$ cat src/rtl/bmf_pkg.sv
package bmf_pkg;

  // Batch geometry
  localparam int unsigned SAMPLE_COUNT = 16;
  localparam int unsigned SAMPLE_BITS  = 10;

  // Fill counter runs 0 .. SAMPLE_COUNT-1
  localparam int unsigned FILL_W = (SAMPLE_COUNT > 1) ? $clog2(SAMPLE_COUNT) : 1;
  localparam logic [FILL_W-1:0] FILL_LAST = FILL_W'(SAMPLE_COUNT - 1);

  // Middle positions of the sorted batch
  localparam int unsigned MID_HI = SAMPLE_COUNT / 2;
  localparam int unsigned MID_LO = (SAMPLE_COUNT > 1) ? (SAMPLE_COUNT / 2 - 1) : 0;
  localparam bit          COUNT_ODD = (SAMPLE_COUNT % 2) != 0;

  typedef logic [SAMPLE_BITS-1:0] sample_t;

  // Link from one cell to its right neighbor
  typedef struct packed {
    sample_t value;  // stored entry
    logic    gt;     // entry is empty or greater than the incoming sample
  } link_t;

endpackage

$ cat src/rtl/bmf_sample_if.sv
interface bmf_sample_if import bmf_pkg::*; ();
  logic    valid;
  logic    ready;
  sample_t sample;

  modport source (output valid, output sample, input ready);
  modport sink (input valid, input sample, output ready);
endinterface

$ cat src/rtl/bmf_median_if.sv
interface bmf_median_if import bmf_pkg::*; ();
  logic    valid;
  logic    ready;
  sample_t median;

  modport source (output valid, output median, input ready);
  modport sink (input valid, input median, output ready);
endinterface

$ cat src/rtl/block_median_filter_unit.sv
// Batch median filter. Samples arrive on sample_i and are kept sorted by a
// row of SAMPLE_COUNT insertion cells: each cell compares the new sample with
// its entry and either keeps it, takes its left neighbor's entry or takes the
// sample, so one sample is accepted per cycle. After every SAMPLE_COUNT-th
// sample the median of that batch (middle entry, or the floor of the mean of
// the two middle entries for an even count) is loaded into the output register
// and shown on median_o in the cycle after the closing sample; the next batch
// starts at once. The closing sample of a batch waits only while an earlier
// median is still held in the output register and not taken.
module block_median_filter_unit import bmf_pkg::*; (
  input  logic               clk_i,
  input  logic               rst_ni,
  bmf_sample_if.sink         sample_i,
  bmf_median_if.source       median_o
);

  logic [FILL_W-1:0] fill_q;
  logic [FILL_W-1:0] fill_d;
  logic              accept;
  logic              closing;
  logic              out_valid_q;
  logic              out_valid_d;
  sample_t           median_q;
  sample_t           median_d;
  link_t             links [SAMPLE_COUNT];
  sample_t           next_val [SAMPLE_COUNT];

  assign closing        = (fill_q == FILL_LAST);
  assign sample_i.ready = !closing || !out_valid_q || median_o.ready;
  assign accept         = sample_i.valid && sample_i.ready;

  // Build the insertion chain
  for (genvar i = 0; i < SAMPLE_COUNT; i++) begin : g_cell
    link_t left;
    if (i == 0) begin : g_first
      assign left = '{value: '0, gt: 1'b0};
    end else begin : g_rest
      assign left = links[i-1];
    end
    bmf_cell u_cell (
      .clk_i      (clk_i),
      .en_i       (accept),
      .sample_i   (sample_i.sample),
      .occupied_i (FILL_W'(i) < fill_q),
      .left_i     (left),
      .link_o     (links[i]),
      .next_o     (next_val[i])
    );
  end

  // Pick the median from the entries the closing sample leaves behind
  if (COUNT_ODD) begin : g_odd
    assign median_d = next_val[MID_HI];
  end else begin : g_even
    logic [SAMPLE_BITS:0] mid_sum;
    assign mid_sum  = {1'b0, next_val[MID_HI]} + {1'b0, next_val[MID_LO]};
    assign median_d = mid_sum[SAMPLE_BITS:1];
  end

  // Advance the fill count, wrap at the end of a batch
  always_comb begin
    fill_d = fill_q;
    if (accept) begin
      fill_d = closing ? '0 : fill_q + 1'b1;
    end
  end

  // Hold the result until taken
  always_comb begin
    out_valid_d = out_valid_q;
    if (median_o.ready) begin
      out_valid_d = 1'b0;
    end
    if (accept && closing) begin
      out_valid_d = 1'b1;
    end
  end

  always_ff @(posedge clk_i or negedge rst_ni) begin
    if (!rst_ni) begin
      fill_q      <= '0;
      out_valid_q <= 1'b0;
    end else begin
      fill_q      <= fill_d;
      out_valid_q <= out_valid_d;
    end
  end

  always_ff @(posedge clk_i) begin
    if (accept && closing) begin
      median_q <= median_d;
    end
  end

  assign median_o.valid  = out_valid_q;
  assign median_o.median = median_q;

`ifndef SYNTHESIS
  a_fill_range: assert property (@(posedge clk_i) disable iff (!rst_ni)
    fill_q <= FILL_LAST)
    else $error("fill count beyond batch size");

  a_close_gives_result: assert property (@(posedge clk_i) disable iff (!rst_ni)
    accept && closing |=> out_valid_q && fill_q == '0)
    else $error("closing sample did not load a median");

  a_no_overwrite: assert property (@(posedge clk_i) disable iff (!rst_ni)
    out_valid_q && !median_o.ready && closing |-> !sample_i.ready)
    else $error("pending median could be overwritten");

  a_mid_sorted: assert property (@(posedge clk_i) disable iff (!rst_ni)
    accept && closing |-> next_val[MID_LO] <= next_val[MID_HI])
    else $error("middle entries out of order");
`endif

endmodule

$ cat src/rtl/bmf_cell.sv
module bmf_cell import bmf_pkg::*; (
  input  logic    clk_i,
  input  logic    en_i,
  input  sample_t sample_i,
  input  logic    occupied_i,
  input  link_t   left_i,
  output link_t   link_o,
  output sample_t next_o
);

  sample_t value_q;
  sample_t value_d;
  logic    gt;

  // Empty cells act as plus infinity
  assign gt = !occupied_i || (value_q > sample_i);

  // Shift in the left entry if it is also greater, else take the new sample
  always_comb begin
    value_d = value_q;
    if (en_i && gt) begin
      value_d = left_i.gt ? left_i.value : sample_i;
    end
  end

  always_ff @(posedge clk_i) begin
    value_q <= value_d;
  end

  assign link_o.value = value_q;
  assign link_o.gt    = gt;
  assign next_o       = value_d;

endmodule

$ cat src/flat_wrapper.sv
// flat-port wrapper written by rule: the top's interface ports become plain ports
module block_median_filter_unit_flat import bmf_pkg::*;
  (clk_i, rst_ni, sample_i_valid, sample_i_sample, sample_i_ready, median_o_valid, median_o_median, median_o_ready);
  bmf_sample_if sample_i_i ();
  bmf_median_if median_o_i ();
  input  logic clk_i;
  input  logic rst_ni;
  input wire logic [$bits(sample_i_i.valid)-1:0] sample_i_valid;
  input wire logic [$bits(sample_i_i.sample)-1:0] sample_i_sample;
  output wire logic [$bits(sample_i_i.ready)-1:0] sample_i_ready;
  output wire logic [$bits(median_o_i.valid)-1:0] median_o_valid;
  output wire logic [$bits(median_o_i.median)-1:0] median_o_median;
  input wire logic [$bits(median_o_i.ready)-1:0] median_o_ready;
  assign sample_i_i.valid = sample_i_valid;
  assign sample_i_i.sample = sample_i_sample;
  assign sample_i_ready = sample_i_i.ready;
  assign median_o_valid = median_o_i.valid;
  assign median_o_median = median_o_i.median;
  assign median_o_i.ready = median_o_ready;
  block_median_filter_unit u_core (.clk_i(clk_i), .rst_ni(rst_ni), .sample_i(sample_i_i), .median_o(median_o_i));
endmodule
$ cat config.mk
export PLATFORM = sky130hd
export DESIGN_NAME = block_median_filter_unit_flat
export DESIGN_NICKNAME = d
export VERILOG_FILES = /design/src/rtl/bmf_pkg.sv /design/src/rtl/bmf_sample_if.sv /design/src/rtl/bmf_median_if.sv /design/src/rtl/block_median_filter_unit.sv /design/src/rtl/bmf_cell.sv /design/src/flat_wrapper.sv
export SDC_FILE = /design/constraint.sdc
export NUM_CORES = 1
export LEC_CHECK = 0
export BUFFER_PORTS_ARGS = -buffer_cell sky130_fd_sc_hd__buf_4
export CAP_MARGIN = 40
export CORE_UTILIZATION = 35
export CTS_CLUSTER_SIZE = 40
export DETAILED_ROUTE_END_ITERATION = 8
export RECOVER_POWER = 25
export SLEW_MARGIN = 20
export SYNTH_ARGS = -nofsm -noshare
export SYNTH_HDL_FRONTEND = slang
export SYNTH_HIERARCHICAL = 1
export SYNTH_SLANG_ARGS = --single-unit
$ cat constraint.sdc
create_clock -name clk_i -period 3.4 [get_ports clk_i]
set_input_delay 0.17 -clock clk_i [delete_from_list [all_inputs] [get_ports clk_i]]
set_output_delay 0.17 -clock clk_i [all_outputs]
set_load 0.005 [all_outputs]
==> reports/metrics.cfg, run 1 <==
[clocking]
cts_root_buf=clkbuf_16
cts.path.max_buffers=2
h-tree-depth=3
cts_tree=done
cts_sinks=105
clkLatencyLatePin_ps=360
clk_pin_slew_ps=80
cts_buffers=9

[critical_path]
required_ps=3520
worst_r2r_endpoint=u_core/median_o.median[9]
rr_startpoint=u_core/g_cell[6].u_cell/value_q[7]
rrSetupSlack_ps=0.2
crit_path_max_incr_delay_ps=360
crit_path_top_delay_cell=dfxtp_4
cp_data_arrival_time_ps=3520
worst-path-max-fanout=6
path_cells=ha_4, nand4_1, buf_6, a211oi_4, a2111oi_4, o21ai_2, buf_6, mux2i_2, mux2i_2, nand2_2, fa_2, nor2b_1, o21a_2, a211oi_4, o21ai_1, a21o_1
start_kind=flop
reg2reg_depth=16
critPathLaunch=u_core/g_cell[6].u_cell/value_q[7]
crit_path_end_kind=flop
cp-endpoint=u_core/median_o.median[9]
critical_path_class=flop to flop

[sta]
layout_setup_ws_ps=0.1978
maxSlewHeadroom_pct=64.00
slew_viol_final=0
tightestPinTransition_ps=538.8
timing.hold.ws_ps=96.10
min_period_ps=3400
rsz0062_at_grt=true
min_period_over_period_pct=99.99
max_freq_mhz=294.1
fin_worst_skew_ps=11.49
setup-violations-final=0
hold_viol=0

[final_layout]
post-route-cell-area_sq_mm=0.009429
drive_above_1_share_pct=31.59
final_cells=1198
finalNetCount=1029
diodes=0
final_common_cell=inv_1
final_cell_mix=inv_1, nand2_1, o21ai_0
area_growth_syn_to_layout_pct=18.81

[detailed_routing]
routedWlPerCell_um=15.45
dr.pass1.iters=6
drc_errors=0
num_vias=5950
drtIter0Drc=300
final_antenna_net_count=0
routed_wirelength_um=18500
viasPerCell=4.967

[die]
initial_utilization_pct=36.03
dieArea_sq_mm=0.02328
die_h_um=152.6
die_w_um=152.6
fp.coreArea_sq_mm=0.02203
io_pins=26
rows=54

[place]
placed_area_sq_mm=0.008815
hpwl_um=14200
gp_congestion=0.8296
io_buffer_count=25
placedCellCount=1173
dpl_worst_slack_ps=-81.58

[global_routing]
grt_usage_pct=16.26
grt_overflow_total=0
grt_max_degree=20
grt_first_pass_wirelength_um=30260
grt_antenna_before_repair=0
grt_pass1_vias=6020

[power_and_ir_drop]
totalPowerFinal_uw=9971
vdd_drop_max_uv=422.9
leakage_uw=0.004442
powerDensity_mw_per_mm2=1057

[min_path]
hold_depth=3
min_path_type=input pin to flop

[yosys]
synth_warnings=6
syn_inst=831
synth_area_per_cell_sq_um=9.550
syn_area_sq_mm=0.007936

[job]
drv_cap=0

[run_status]
status=finished clean

-- worst max-delay path: cells and delay by family, from the launching register on --
kind	cells	cell delay, ps
simple gates	3	290
flops	1	360
fa+ha+maj	2	470
compound gates	7	1370
mux	2	360
buf+inv	2	330
-- final cells by class --
cell class / instances / area (sq um)
sequential: 105 / 2238
clock buffer: 10 / 250.2
multi-input combinational: 592 / 5421
clock inverter: 6 / 46.29
timing repair buffer: 89 / 686.9
fill: 2183 / 12600
inverter: 116 / 435.4
tap: 280 / 350.3
-- state kept, by name, indices dropped and copies added (netlist names) --
name and flops:
u_core/g_cell.u_cell/value_q 90, u_core/median_o.valid 1, u_core/fill_q 4, u_core/median_o.median 10
-- worst min path at each step --
stage / slack, ps / startpoint / end
after global routing: 110 / sample_i_valid / u_core/fill_q[0]
after detailed placement: -20 / rst_ni / u_core/median_o.valid
after global placement: -20 / rst_ni / u_core/median_o.valid
final: 100 / sample_i_valid / u_core/fill_q[0]
after floorplan: -130 / rst_ni / u_core/fill_q[0]
after CTS: 90 / sample_i_valid / u_core/fill_q[0]
-- per-stage QoR --
stage               setup TNS (ps)  util (%)
floorplan                        0         -
global placement            -56.11     40.02
detailed placement          -232.1     40.02
CTS                              0     41.94
global route                -597.5     42.81
finish                           0     42.81
-- timing repair --
action	CTS	global route
setup buffers	2	4
hold buffers	1	0
setup endpoints to repair	3	6
resized for setup	21	35
pin swaps	11	16
gates cloned	1	1
endpoints found under the hold margin	5	0
-- layer usage --
layer	GRT usage [%]	up-vias	wire length (um)
met2	28.03	49	9062
met3	2.247	15	308
met1	20.95	2851	8875
met4	4.954	0	257
li1	-	3035	-
met5	0	-	0
-- power breakdown --
part | internal (uW) | switching, uW
clock | 550 | 524
sequential | 1970 | 499
combinational | 3350 | 3080
(Power assumes the default switching activity.)
==> run 2: changes to the inputs <==
--- a/config.mk
+++ b/config.mk
@@ -7,7 +7,7 @@
 export LEC_CHECK = 0
 export BUFFER_PORTS_ARGS = -buffer_cell sky130_fd_sc_hd__buf_4
 export CAP_MARGIN = 40
-export CORE_UTILIZATION = 35
+export CORE_UTILIZATION = 40
 export CTS_CLUSTER_SIZE = 40
 export DETAILED_ROUTE_END_ITERATION = 8
 export RECOVER_POWER = 25
==> constraint.sdc (replaced) <==
create_clock -name clk_i -period 2.8 [get_ports clk_i]
set_input_delay 0.14 -clock clk_i [delete_from_list [all_inputs] [get_ports clk_i]]
set_output_delay 0.14 -clock clk_i [all_outputs]
set_load 0.005 [all_outputs]
==> reports/metrics.cfg, run 2 (synthesized netlist as in run 1, its figures left out) <==
[die]
io_pins=26  ; unchanged
fp.coreArea_sq_mm=0.01946  ; was 0.02203 sq mm
die_h_um=142.9  ; was 152.6 um
initial_utilization_pct=40.78  ; was 36.03%
dieArea_sq_mm=0.02041  ; was 0.02328 sq mm
die_w_um=142.9  ; was 152.6 um
rows=51  ; was 54

[clocking]
cts_buffers=9  ; unchanged
cts_root_buf=clkbuf_16  ; unchanged
clk_pin_slew_ps=80  ; about the same
h-tree-depth=3  ; unchanged
cts.path.max_buffers=2  ; unchanged
cts_tree=done  ; unchanged
cts_sinks=105  ; unchanged
clkLatencyLatePin_ps=360  ; about the same

[sta]
rsz0062_at_grt=true  ; unchanged
min_period_over_period_pct=120.3  ; was 99.99%
slew_viol_final=0  ; unchanged
min_period_ps=3368  ; was 3400 ps
maxSlewHeadroom_pct=56.38  ; was 64.00%
tightestPinTransition_ps=654.3  ; was 538.8 ps
hold_viol=0  ; unchanged
max_freq_mhz=296.9  ; was 294.1 MHz
layout_setup_ws_ps=-568.0  ; was 0.1978 ps
fin_worst_skew_ps=10.76  ; was 11.49 ps
setup-violations-final=10  ; was 0

[detailed_routing]
routed_wirelength_um=18270  ; was 18500 um
drtIter0Drc=176  ; was 300
viasPerCell=4.908  ; was 4.967
dr.pass1.iters=4  ; was 6
final_antenna_net_count=0  ; unchanged
drc_errors=0  ; unchanged
routedWlPerCell_um=14.97  ; was 15.45 um
num_vias=5988  ; was 5950

[critical_path]
worst-path-max-fanout=7  ; was 6
crit_path_top_delay_cell=dfxtp_2  ; was dfxtp_4
critical_path.top_delay_family=compound AO/OA/AOI/OAI gates  ; unchanged
crit_path_max_incr_delay_ps=340  ; was 360 ps
critical_path_class=flop to flop  ; unchanged
required_ps=2920  ; was 3520 ps
crit_path_end_kind=flop  ; unchanged
path_cells=ha_4, nand4_1, buf_4, a211oi_4, a2111oi_4, buf_4, a21oi_4, buf_12, mux2_4, ha_4, nor2b_4, o21a_1, a211oi_4, o21ai_1, a21o_1  ; was ha_4, nand4_1, buf_6, a211oi_4, a2111oi_4, o21ai_2, buf_6, mux2i_2, mux2i_2, nand2_2, fa_2, nor2b_1, o21a_2, a211oi_4, o21ai_1, a21o_1
cp_data_arrival_time_ps=3490  ; was 3520 ps
start_kind=flop  ; unchanged
path_buf_inv=3  ; was 2

[final_layout]
final_cells=1220  ; was 1198
drive_above_1_share_pct=35.29  ; was 31.59%
area_growth_syn_to_layout_pct=23.82  ; was 18.81%
final_cell_mix=inv_1, nand2_1, buf_4  ; was inv_1, nand2_1, o21ai_0
regMostFlops=u_core/g_cell.u_cell/value_q  ; unchanged
final_common_cell=inv_1  ; unchanged
largest_reg_flops=90  ; unchanged
diodes=0  ; unchanged
finalNetCount=1066  ; was 1029

[power_and_ir_drop]
powerDensity_mw_per_mm2=1315  ; was 1057 mW/mm^2
p_comb_share_pct=67.2  ; was 64.4%
power.switching_uw=5217  ; was 4099 uW
seqPwrFrac_pct=22.9  ; was 24.8%
vdd_drop_max_uv=604.0  ; was 422.9 uV
totalPowerFinal_uw=12930  ; was 9971 uW
sw_frac_of_total_pct=40.36  ; was 41.11%
pwr-share-clk_pct=9.9  ; was 10.8%
leakage_uw=0.004629  ; was 0.004442 uW
p_int_uw=7709  ; was 5872 uW

[global_routing]
grt_pass1_vias=6076  ; was 6020
grt_max_degree=20  ; unchanged
grt_usage_pct=18.83  ; was 16.26%
grt_overflow_total=0  ; unchanged
grt_first_pass_wirelength_um=29790  ; was 30260 um
grt_antenna_before_repair=0  ; unchanged

[place]
io_buffer_count=25  ; unchanged
placedCellCount=1192  ; was 1173
hpwl_um=14060  ; was 14200 um
gp_congestion=0.7874  ; was 0.8296

[run_status]
violations=setup timing
status=finished with violations  ; was finished clean

[job]
drv_cap=0  ; unchanged

[min_path]
min_path_type=input pin to flop  ; unchanged

==> run 2: cell count changes in the layout (fill, tap and decap cells not counted), sizes merged <==
| cell | change |
|---|---|
| clkinv | +3 |
| inv | -3 |
| clkbuf | +1 |
| buf | +36 |
| bufinv | +1 |
| clkinvlp | -1 |
==> run 2: repair_timing <==
| item | in CTS | in global routing |
|---|---|---|
| endpoints found under the setup margin | 10 | 10 |
| gates resized for setup | 40 | 21 |
| hold buffers | 1 | 0 |
| gates cloned | 2 | 0 |
| hold endpoints to repair | 5 | 0 |
| setup buffers | 7 | 2 |
| pin swaps | 25 | 9 |
==> run 2: worst paths after layout <==
kind / start / end / slack [ps] / depth (start not counted)
max: u_core/g_cell[7].u_cell/value_q[9] / u_core/median_o.median[9] / -570 / 15
min: sample_i_valid / u_core/fill_q[0] / 60 / 3
max reg2reg: u_core/g_cell[7].u_cell/value_q[9] / u_core/median_o.median[9] / -570 / 15
min reg2reg: u_core/g_cell[4].u_cell/value_q[0] / u_core/g_cell[4].u_cell/value_q[0] / 490 / 2
max in group asynchronous: rst_ni / u_core/fill_q[3] / 2380 / 2
min in group asynchronous: rst_ni / u_core/median_o.valid / 190 / 2
==> run 2: worst min-delay path, stage by stage <==
cell	delay (ps)
buf_4	120
nand2_1	50
o21ai_0	70
==> run 2: area by class of cell <==
type / instances / area [sq um]
clock inverter: 6 / 58.81
sequential: 105 / 2238
multi-input combinational: 592 / 5557
timing repair buffer: 126 / 977.2
clock buffer: 10 / 229.0
fill: 1803 / 9635
inverter: 116 / 435.4
tap: 265 / 331.6
==> run 2: per-layer routing <==
| metal | vias to the layer above | share of wire, % | global-route usage [%] |
|---|---|---|---|
| li1 | 3103 | - | - |
| met1 | 2839 | 50 | 24.83 |
| met2 | 33 | 48 | 32.15 |
| met3 | 13 | 1.6 | 2.716 |
| met4 | 0 | 0.87 | 4.641 |
| met5 | - | 0 | 0 |
==> run 2: per-stage QoR <==
step | setup WS, ps | hold WS [ps] | instance area [sq um] | util [%] | setup TNS, ps
final | -568.0 | 63.63 | 9827 | 50.49 | -3919
after global routing | -698.4 | 73.93 | 9827 | 50.49 | -5242
after CTS | -530.5 | 46.87 | 9723 | 49.96 | -3751
after detailed placement | -649.0 | -51.66 | 9136 | 46.94 | -4219
after global placement | -593.7 | -51.50 | 9136 | 46.94 | -3838
after floorplan | -559.4 | -155.6 | 8114 | - | -3191
==> run 2: power groups by stage <==
stage	clock network [uW]	registers (uW)	logic [uW]
6_report	1280	2960	8690
5_1_grt	1370	3050	9530
4_1_cts	1320	2950	8370
3_5_place_dp	0	2940	7890
3_3_place_gp	0	2940	7750
2_1_floorplan	0	2800	5980
==> run 3: changes to the inputs <==
==> constraint.sdc (replaced) <==
create_clock -name clk_i -period 2.8 [get_ports clk_i]
set_input_delay 0.14 -clock clk_i [delete_from_list [all_inputs] [get_ports clk_i]]
set_output_delay 0.14 -clock clk_i [all_outputs]
set_load 0.02 [all_outputs]
==> reports/metrics.cfg, run 3 (synthesized netlist as in run 1, its figures left out) <==
[final_layout]
area_growth_syn_to_layout_pct=20.78  ; was 23.82%
drive_above_1_share_pct=31.87  ; was 35.29%
regArea_sq_mm=0.002233  ; was 0.002238 sq mm
post-route-cell-area_sq_mm=0.009585  ; was 0.009827 sq mm
multi_input_area_sq_mm=0.005406  ; was 0.005557 sq mm
diodes=0  ; unchanged
final_common_cell=inv_1  ; unchanged
finalNetCount=1065  ; was 1066
regMostFlops=u_core/g_cell.u_cell/value_q  ; unchanged
fill_cells=1877  ; was 1803
final_cell_mix=inv_1, nand2_1, buf_4  ; unchanged
largest_reg_flops=90  ; unchanged

[place]
gp_congestion=0.7841  ; was 0.7874
io_buffer_count=25  ; unchanged
hpwl_um=14190  ; was 14060 um
placed_area_sq_mm=0.009156  ; was 0.009136 sq mm

[die]
die_w_um=142.9  ; unchanged
fp.coreArea_sq_mm=0.01946  ; unchanged
io_pins=26  ; unchanged
dieArea_sq_mm=0.02041  ; unchanged
rows=51  ; unchanged
die_h_um=142.9  ; unchanged
initial_utilization_pct=40.78  ; unchanged

[clocking]
cts_sinks=105  ; unchanged
cts.path.max_buffers=2  ; unchanged
cts_buffers=9  ; unchanged
clkLatencyLatePin_ps=360  ; about the same
cts_tree=done  ; unchanged
h-tree-depth=3  ; unchanged
cts_root_buf=clkbuf_16  ; unchanged
clk_pin_slew_ps=80  ; about the same

[power_and_ir_drop]
sw_frac_of_total_pct=40.73  ; was 40.36%
seqPwrFrac_pct=23.9  ; was 22.9%
powerDensity_mw_per_mm2=1287  ; was 1315 mW/mm^2
power.switching_uw=5023  ; was 5217 uW
p_comb_share_pct=66.1  ; was 67.2%
p_int_uw=7309  ; was 7709 uW
totalPowerFinal_uw=12330  ; was 12930 uW
pwr-share-clk_pct=9.9  ; about the same
vdd_drop_max_uv=679.9  ; was 604.0 uV
leakage_uw=0.004556  ; was 0.004629 uW

[global_routing]
grt_pass1_vias=6067  ; was 6076
grt_overflow_total=0  ; unchanged
grt_first_pass_wirelength_um=29850  ; was 29790 um
grt_usage_pct=18.98  ; was 18.83%
grt_max_degree=20  ; unchanged
grt_antenna_before_repair=0  ; unchanged

[critical_path]
crit_path_end_kind=flop  ; unchanged
critical_path_class=flop to flop  ; unchanged
required_ps=2920  ; about the same
worst-path-max-fanout=7  ; unchanged
start_kind=flop  ; unchanged
cp_data_arrival_time_ps=3460  ; was 3490 ps

[sta]
rsz0062_at_grt=true  ; unchanged
min_period_ps=3342  ; was 3368 ps
layout_setup_ws_ps=-541.6  ; was -568.0 ps
slew_viol_final=0  ; unchanged
setup-violations-final=10  ; unchanged
fin_worst_skew_ps=10.27  ; was 10.76 ps
fin_setup_tns_ps=-3800  ; was -3919 ps
hold_viol=0  ; unchanged
min_period_over_period_pct=119.3  ; was 120.3%
timing.hold.ws_ps=62.24  ; was 63.63 ps
max_freq_mhz=299.3  ; was 296.9 MHz
tightestPinTransition_ps=647.1  ; was 654.3 ps
maxSlewHeadroom_pct=56.86  ; was 56.38%

[run_status]
status=finished with violations  ; unchanged
violations=setup timing  ; unchanged

[detailed_routing]
num_vias=5960  ; was 5988
dr.pass1.iters=6  ; was 4
final_antenna_net_count=0  ; unchanged
routedWlPerCell_um=14.82  ; was 14.97 um
routed_wirelength_um=18070  ; was 18270 um
drtIter0Drc=199  ; was 176
drc_errors=0  ; unchanged
viasPerCell=4.889  ; was 4.908

[job]
drv_cap=0  ; unchanged

[min_path]
min_path_type=input pin to flop  ; unchanged

[run 3: critical path, stage by stage (launching register included)]
cell	delay (ps)
dfxtp_2	350
ha_4	270
nand4_1	140
buf_4	190
a211oi_4	220
a2111oi_4	70
buf_4	150
a21oi_4	140
buf_12	140
buf_4	110
mux2_4	310
ha_4	190
nor3_1	200
a211oi_2	110
a211o_1	280
a21oi_2	150
xnor2_1	70
[run 3: area by class of cell]
class	instances	area share (%)
multi-input combinational	592	56.40
sequential	105	23.30
tap	265	3.459
clock buffer	10	2.389
timing repair buffer	125	9.437
inverter	116	4.542
clock inverter	6	0.4699
[run 3: metrics by stage]
stage,std cells,worst slack (ps),util (%)
after global placement,1195,-586.1,47.05
after global routing,1219,-718.9,49.25
after CTS,1218,-549.1,49.27
after floorplan,841,-559.4,-
after detailed placement,1195,-674.1,47.05
final,1219,-541.6,49.25
[run 3: path summary, 6_finish.rpt]
path / slack (ps) / depth (start not counted) / from / to
setup / recovery: -540 / 16 / u_core/g_cell[7].u_cell/value_q[9] / u_core/median_o.median[6]
min in group asynchronous: 190 / 2 / rst_ni / u_core/median_o.valid
setup reg to reg: -540 / 16 / u_core/g_cell[7].u_cell/value_q[9] / u_core/median_o.median[6]
hold / removal: 60 / 3 / sample_i_valid / u_core/fill_q[0]
hold reg to reg: 490 / 2 / u_core/g_cell[3].u_cell/value_q[0] / u_core/g_cell[3].u_cell/value_q[0]
max in group asynchronous: 2380 / 2 / rst_ni / u_core/fill_q[1]
[run 3: layer usage]
| metal | track usage [%] | wire length (um) | up-vias |
|---|---|---|---|
| li1 | - | - | 3099 |
| met1 | 25.13 | 9076 | 2791 |
| met2 | 31.27 | 8284 | 51 |
| met3 | 2.314 | 370 | 19 |
| met4 | 7.583 | 338 | 0 |
| met5 | 0 | 0 | - |
[run 3: power groups by stage]
stage | clock network, uW | logic (uW) | registers [uW]
finish | 1220 | 8160 | 2950
global route | 1310 | 9050 | 3040
CTS | 1260 | 8070 | 2950
detailed placement | 0 | 7830 | 2950
global placement | 0 | 7700 | 2940
floorplan | 0 | 5990 | 2820
[run 3: repair_timing]
item	CTS	global route
buffers inserted	5	1
pin swaps	18	2
endpoints found under the setup margin	10	10
endpoints found under the hold margin	5	0
cloned	1	0
gates resized for setup	17	11
hold buffers	1	0
